<file path="config.mk">
export PLATFORM = sky130hd
export DESIGN_NAME = mcpd_cell
export DESIGN_NICKNAME = d
export VERILOG_FILES = /design/src/hw/rtl/multi_class_priority_deque_core_macros.svh /design/src/hw/rtl/mcpd_pkg.sv /design/src/hw/rtl/mcpd_cell.sv
export SDC_FILE = /design/constraint.sdc
export NUM_CORES = 1
export LEC_CHECK = 0
export ABC_AREA = 1
export BUFFER_PORTS_ARGS = -buffer_cell sky130_fd_sc_hd__buf_2
export CAP_MARGIN = 20
export CORE_UTILIZATION = 40
export DETAILED_ROUTE_END_ITERATION = 6
export GPL_TIMING_DRIVEN = 1
export PLACE_DENSITY_LB_ADDON = 0.15
export SLEW_MARGIN = 20
export SYNTH_ARGS = -nofsm -noshare
export SYNTH_HDL_FRONTEND = slang
export SYNTH_SLANG_ARGS = --single-unit
</file>
<file path="constraint.sdc">
create_clock -name clk -period 2.9 [get_ports clk]
set_clock_uncertainty 0.05 [all_clocks]
set_input_delay 0 -clock clk [delete_from_list [all_inputs] [get_ports clk]]
set_output_delay 0 -clock clk [all_outputs]
set_load 0.02 [all_outputs]
</file>
<file path="src/hw/rtl/multi_class_priority_deque_core_macros.svh">
// Assertion macros for the multi-class priority deque core.
// Used by the top level; compiled out when NO_ASSERTIONS is defined.
`ifndef MULTI_CLASS_PRIORITY_DEQUE_CORE_MACROS_SVH
`define MULTI_CLASS_PRIORITY_DEQUE_CORE_MACROS_SVH

`ifndef NO_ASSERTIONS

// Same-cycle implication, disabled during reset
`define MCPD_ASSERT_NOW(label, ante, cons, msg) \
    label: assert property (@(posedge clk) disable iff (!rst_n) (ante) |-> (cons)) \
        else $error(msg);

// Next-cycle implication, disabled during reset
`define MCPD_ASSERT_NEXT(label, ante, cons, msg) \
    label: assert property (@(posedge clk) disable iff (!rst_n) (ante) |=> (cons)) \
        else $error(msg);

`else

`define MCPD_ASSERT_NOW(label, ante, cons, msg)
`define MCPD_ASSERT_NEXT(label, ante, cons, msg)

`endif

`endif

</file>
<file path="src/hw/rtl/mcpd_pkg.sv">
// Shared types, sizes and helpers for the multi-class priority deque core.
// No dependencies; imported by mcpd_cell and the top level.
`default_nettype none

package mcpd_pkg;

    // Sizing
    localparam int NUM_CLASSES = 32;
    localparam int QUEUE_DEPTH = 8;
    localparam int TAG_BITS    = 16;

    // Fixed field widths of the item ports
    localparam int CLASS_W  = 5;
    localparam int PTAG_W   = 16;
    localparam int PLEN_W   = 4;

    // Derived widths
    localparam int ID_W    = (NUM_CLASSES > 1) ? $clog2(NUM_CLASSES) : 1;
    localparam int MATCH_W = (ID_W > CLASS_W) ? ID_W : CLASS_W;
    localparam int LEN_W   = $clog2(QUEUE_DEPTH + 1);

    typedef enum logic {
        OP_ENQ = 1'b0,
        OP_DEQ = 1'b1
    } op_t;

    typedef enum logic [1:0] {
        ST_DONE  = 2'd0,
        ST_FULL  = 2'd1,
        ST_EMPTY = 2'd2
    } status_t;

    // Request plus the result it collects while walking the cell chain
    typedef struct packed {
        op_t                 op;
        logic [CLASS_W-1:0]  cls;
        logic [TAG_BITS-1:0] tag;
        logic                urgent;
        status_t             status;
        logic [TAG_BITS-1:0] otag;
        logic                ourg;
        logic [LEN_W-1:0]    olen;
    } mcpd_req_t;

    // Port tag -> stored tag (mask or zero-extend)
    function automatic logic [TAG_BITS-1:0] tag_in(logic [PTAG_W-1:0] t);
        logic [63:0] w;
        w = 64'(t);
        return w[TAG_BITS-1:0];
    endfunction

    // Stored tag -> port tag
    function automatic logic [PTAG_W-1:0] tag_out(logic [TAG_BITS-1:0] t);
        logic [63:0] w;
        w = 64'(t);
        return w[PTAG_W-1:0];
    endfunction

    // Queue length -> 4-bit port field
    function automatic logic [PLEN_W-1:0] len_out(logic [LEN_W-1:0] l);
        logic [63:0] w;
        w = 64'(l);
        return w[PLEN_W-1:0];
    endfunction

endpackage

`default_nettype wire

</file>
<file path="src/hw/rtl/mcpd_cell.sv">
// One class cell: holds a class queue as a shift deque (front at slot 0)
// and its length. Depends on mcpd_pkg.
`default_nettype none

module mcpd_cell
    import mcpd_pkg::*;
(
    input  wire logic             clk,
    input  wire logic             rst_n,
    input  wire logic             adv,
    input  wire logic [ID_W-1:0]  cell_id,
    input  wire logic             req_valid_in,
    input  wire mcpd_req_t        req_in,
    output logic                  req_valid_out,
    output mcpd_req_t             req_out
);

    logic [LEN_W-1:0]    len_reg, len_next;
    logic [TAG_BITS-1:0] slot_tag_reg [QUEUE_DEPTH];
    logic [TAG_BITS-1:0] slot_tag_next [QUEUE_DEPTH];
    logic                slot_urg_reg [QUEUE_DEPTH];
    logic                slot_urg_next [QUEUE_DEPTH];
    logic                req_valid_reg;
    mcpd_req_t           req_reg, req_next;

    logic hit, is_full, is_empty, enq_ok, deq_ok;

    // Operation decode for this class
    assign hit      = req_valid_in && (MATCH_W'(req_in.cls) == MATCH_W'(cell_id));
    assign is_full  = (len_reg >= LEN_W'(QUEUE_DEPTH));
    assign is_empty = (len_reg == '0);
    assign enq_ok   = hit && (req_in.op == OP_ENQ) && !is_full;
    assign deq_ok   = hit && (req_in.op == OP_DEQ) && !is_empty;

    // Slot update: urgent push shifts back, regular push fills slot len,
    // pop shifts forward
    always_comb
    begin
        for (int i = 0; i < QUEUE_DEPTH; i++)
        begin
            slot_tag_next[i] = slot_tag_reg[i];
            slot_urg_next[i] = slot_urg_reg[i];
            if (enq_ok && req_in.urgent)
            begin
                if (i == 0)
                begin
                    slot_tag_next[i] = req_in.tag;
                    slot_urg_next[i] = 1'b1;
                end
                else
                begin
                    slot_tag_next[i] = slot_tag_reg[i-1];
                    slot_urg_next[i] = slot_urg_reg[i-1];
                end
            end
            else if (enq_ok)
            begin
                if (LEN_W'(i) == len_reg)
                begin
                    slot_tag_next[i] = req_in.tag;
                    slot_urg_next[i] = 1'b0;
                end
            end
            else if (deq_ok && (i < QUEUE_DEPTH - 1))
            begin
                slot_tag_next[i] = slot_tag_reg[i+1];
                slot_urg_next[i] = slot_urg_reg[i+1];
            end
        end
    end

    // Length update and result for a matching item
    always_comb
    begin
        len_next = len_reg;
        req_next = req_in;
        if (hit)
        begin
            case (req_in.op)
                OP_ENQ:
                begin
                    if (is_full)
                    begin
                        req_next.status = ST_FULL;
                        req_next.olen   = len_reg;
                    end
                    else
                    begin
                        len_next        = len_reg + LEN_W'(1);
                        req_next.status = ST_DONE;
                        req_next.olen   = len_reg + LEN_W'(1);
                    end
                end
                OP_DEQ:
                begin
                    if (is_empty)
                    begin
                        req_next.status = ST_EMPTY;
                        req_next.olen   = '0;
                    end
                    else
                    begin
                        len_next        = len_reg - LEN_W'(1);
                        req_next.status = ST_DONE;
                        req_next.otag   = slot_tag_reg[0];
                        req_next.ourg   = slot_urg_reg[0];
                        req_next.olen   = len_reg - LEN_W'(1);
                    end
                end
                default:
                begin
                    req_next = req_in;
                end
            endcase
        end
    end

    // Control state
    always_ff @(posedge clk or negedge rst_n)
    begin
        if (!rst_n)
        begin
            len_reg       <= '0;
            req_valid_reg <= 1'b0;
        end
        else if (adv)
        begin
            len_reg       <= len_next;
            req_valid_reg <= req_valid_in;
        end
    end

    // Payload and storage
    always_ff @(posedge clk)
    begin
        if (adv)
        begin
            req_reg <= req_next;
            for (int i = 0; i < QUEUE_DEPTH; i++)
            begin
                slot_tag_reg[i] <= slot_tag_next[i];
                slot_urg_reg[i] <= slot_urg_next[i];
            end
        end
    end

    assign req_valid_out = req_valid_reg;
    assign req_out       = req_reg;

endmodule

`default_nettype wire

</file>
==> results.cfg <==
[outcome]
outcome = finished, violations left
failed_checks = design-rule violations

[floorplan]
die_h_um = 151.1
dieArea_mm2 = 0.02283
rows = 54
core_area_mm2 = 0.02182
fp.dieW_um = 151.1
initial_core_util_pct = 40.74
ios = 102

[sta]
tightest_slew_ns = 0.7831
rsz0062_at_grt = false
relSlewSlack_pct = 47.79
fin_crit_sh_pct = 81.09
finalSetupViolCount = 0
tns_ns = 0
period_minus_slack_ns = 2.352
finalMaxSlewViolations = 0
fmax_ghz = 0.4252
hold_violations = 0

[synth]
synthArstFlopShare_pct = 2.674
yosysUniqueCellTypes = 29
syn_inst = 851
yosys_warnings = 0
syn_area_mm2 = 0.008891
synth_edf_count = 182
syn-num-nets = 910
yosys-top-cells-count = 332 x nand2_1, 182 x edfxtp_1, 107 x nand3_1, 81 x nand4_1, 23 x buf_2
yosysSeqAreaShare_pct = 62.88
yosysTopAreaCellShare_pct = 61.47
yosys.area.top_type = edfxtp_1
synth-seq-cells = 187
synth.avg_cell_area_um2 = 10.45
synthFlopType = edfxtp_1
synthTopCellsByArea = edfxtp_1 61%, nand2_1 14%, nand3_1 6.0%
post-synth-top-count-cell = nand2_1

[route]
drt_pass1_iterations = 7
via_count = 6876
wl_mm = 23.79
drtIter0Drc = 526
via_per_inst = 5.339
drcViolationCount = 1
drt-wirelength-per-cell_um = 18.47
final_antenna_net_count = 0

[final_layout]
diodes = 0
postLayoutCoreUtil_pct = 49.46
syn_to_final_growth_pct = 21.40
post_route_cells_drive_above_1_share_pct = 19.54
largest_reg_flops = 128
fillers = 1978
final_nets = 1055

[clock_tree]
clkTransAtPathRegs_ns = 0.07
postCtsSetupBuffers = 0
cts.sink_count = 187
cts_root_buf = clkbuf_16
cts_buffer_depth = 2
cts_made_buffers = 17
cts_tree = done
htree_levels = 4
clk_latency_ns = 0.43

[min_path]
holdCritPathClass = input pin to register

[critical_path]
cp.required_ns = 2.97
r2r_slack_ns = 0.55
worstPathCellList = inv_1, ha_1, inv_1, nor2_2, nor2_1, nand3_1, nand2_1, nand2_1, a21oi_2, buf_4
crit_fanout = 10
startpoint_type = register
slowest_stage = dfrtp_1
criticalPathCategory = register to register
worstPathArrival_ns = 2.42
worstSetupEndpointType = register
critical_path.max_stage_delay_ns = 0.43

[global_route]
grt_pass1_vias = 6430
grt_overflow = 0
grt_max_degree = 81
antenna_found_initial = 0
grt_pass1_wl_mm = 36.47
track_usage_pct = 21.44

[place]
gp_congestion = 0.8404
dp_hpwl_mm = 14.63
port_buffers = 101

[power_and_ir_drop]
power.density_mw_per_mm2 = 576.4
peakVddDrop_mv = 0.3898
cellLeakagePower_nw = 4.477

[job]
drv_cap = 0
## where the power goes
group / internal (mW) / switching (mW) / total, mW
Sequential: 3.02 / 0.0448 / 3.07
Combinational: 0.212 / 0.533 / 0.745
Clock: 1.36 / 1.05 / 2.41
## layout make-up
class	instances	area, um2	area share (%)
clock buffers	17	425.4	3.941
multi-input cells	584	2920	27.05
repair buffers	179	1239	11.48
flip-flops and latches	187	5590	51.79
inverters	27	102.6	0.9505
well taps	280	350.3	3.246
clock inverters	14	166.4	1.542
## path summary, 6_finish.rpt
check,depth (start not counted),end,startpoint
setup / recovery,10,slot_tag_reg[0][28],len_reg[0]
hold / removal,7,req_out[21],cell_id[4]
setup reg to reg,10,slot_tag_reg[0][28],len_reg[0]
hold reg to reg,2,req_valid_out,req_valid_out
max in group asynchronous,3,len_reg[3],rst_n
min in group asynchronous,3,len_reg[0],rst_n
## worst max-delay path: cells and delay by family (launching register included)
family / cells / cell delay, ns
compound gates: 1 / 0.21
fa+ha+maj: 1 / 0.25
buf+inv: 3 / 0.51
flops: 1 / 0.43
simple gates: 5 / 0.58
## kinds of logic (layout without fill, tap and decap cells)
logic type | Yosys count | count (layout) | synth area share (%)
and+or+nand+nor | 553 | 553 | 30.30
buffers and inverters | 80 | 237 | 4.588
AOI/OAI and AO/OA | 26 | 26 | 1.576
xor gates and xnor gates | 1 | 1 | 0.09853
adders and majority gates | 4 | 4 | 0.5629
DFF | 187 | 187 | 62.88
## placed cells by master, fill, tap and decap left out, drive strengths merged
cell type    Yosys  layout
clkbuf          20      17
clkinvlp         0       1
nor2            14      14
ha               4       4
edfxtp         182     182
dlygate4sd3      0      49
o211ai           1       1
inv             26      29
nor3             2       2
o31ai            1       1
xor2             1       1
nand4           97      97
dfrtp            5       5
nand3          108     108
clkinv           1       8
bufinv           0       3
a211oi           1       1
a21oi            8       8
o21a             1       1
o21ai           14      14
nand2          332     332
buf             33     130
## what timing repair did
item                      in CTS  in global routing
hold endpoints to repair      88                  0
gates resized for setup        0                  0
hold buffers                  49                  0
## layer usage
layer  wire (um)  GRT usage (%)  up-vias
met4         304          6.100        0
met3        1242          3.795       22
li1            -              -     3312
met5           0              0        -
met1       11090          30.38     3313
met2       11160          33.62      229
## metrics by stage
| stage | hold slack, ns | instance area [um2] | total power [mW] | std cells | setup WS (ns) |
|---|---|---|---|---|---|
| 6_report | 0.1627 | 10790 | 6.222 | 1288 | 0.5483 |
| 5_1_grt | 0.1777 | 10790 | 6.441 | 1288 | 0.3891 |
| 4_1_cts | 0.1418 | 10790 | 6.262 | 1288 | 0.5855 |
| 3_5_place_dp | -0.2168 | 9712 | 3.812 | 1208 | 0.5978 |
| 3_3_place_gp | -0.2141 | 9712 | 3.811 | 1208 | 0.6160 |
| 2_1_floorplan | -0.3456 | 8891 | 3.563 | 851 | 0.1166 |
Note: power is estimated with default switching activity, not from simulation.
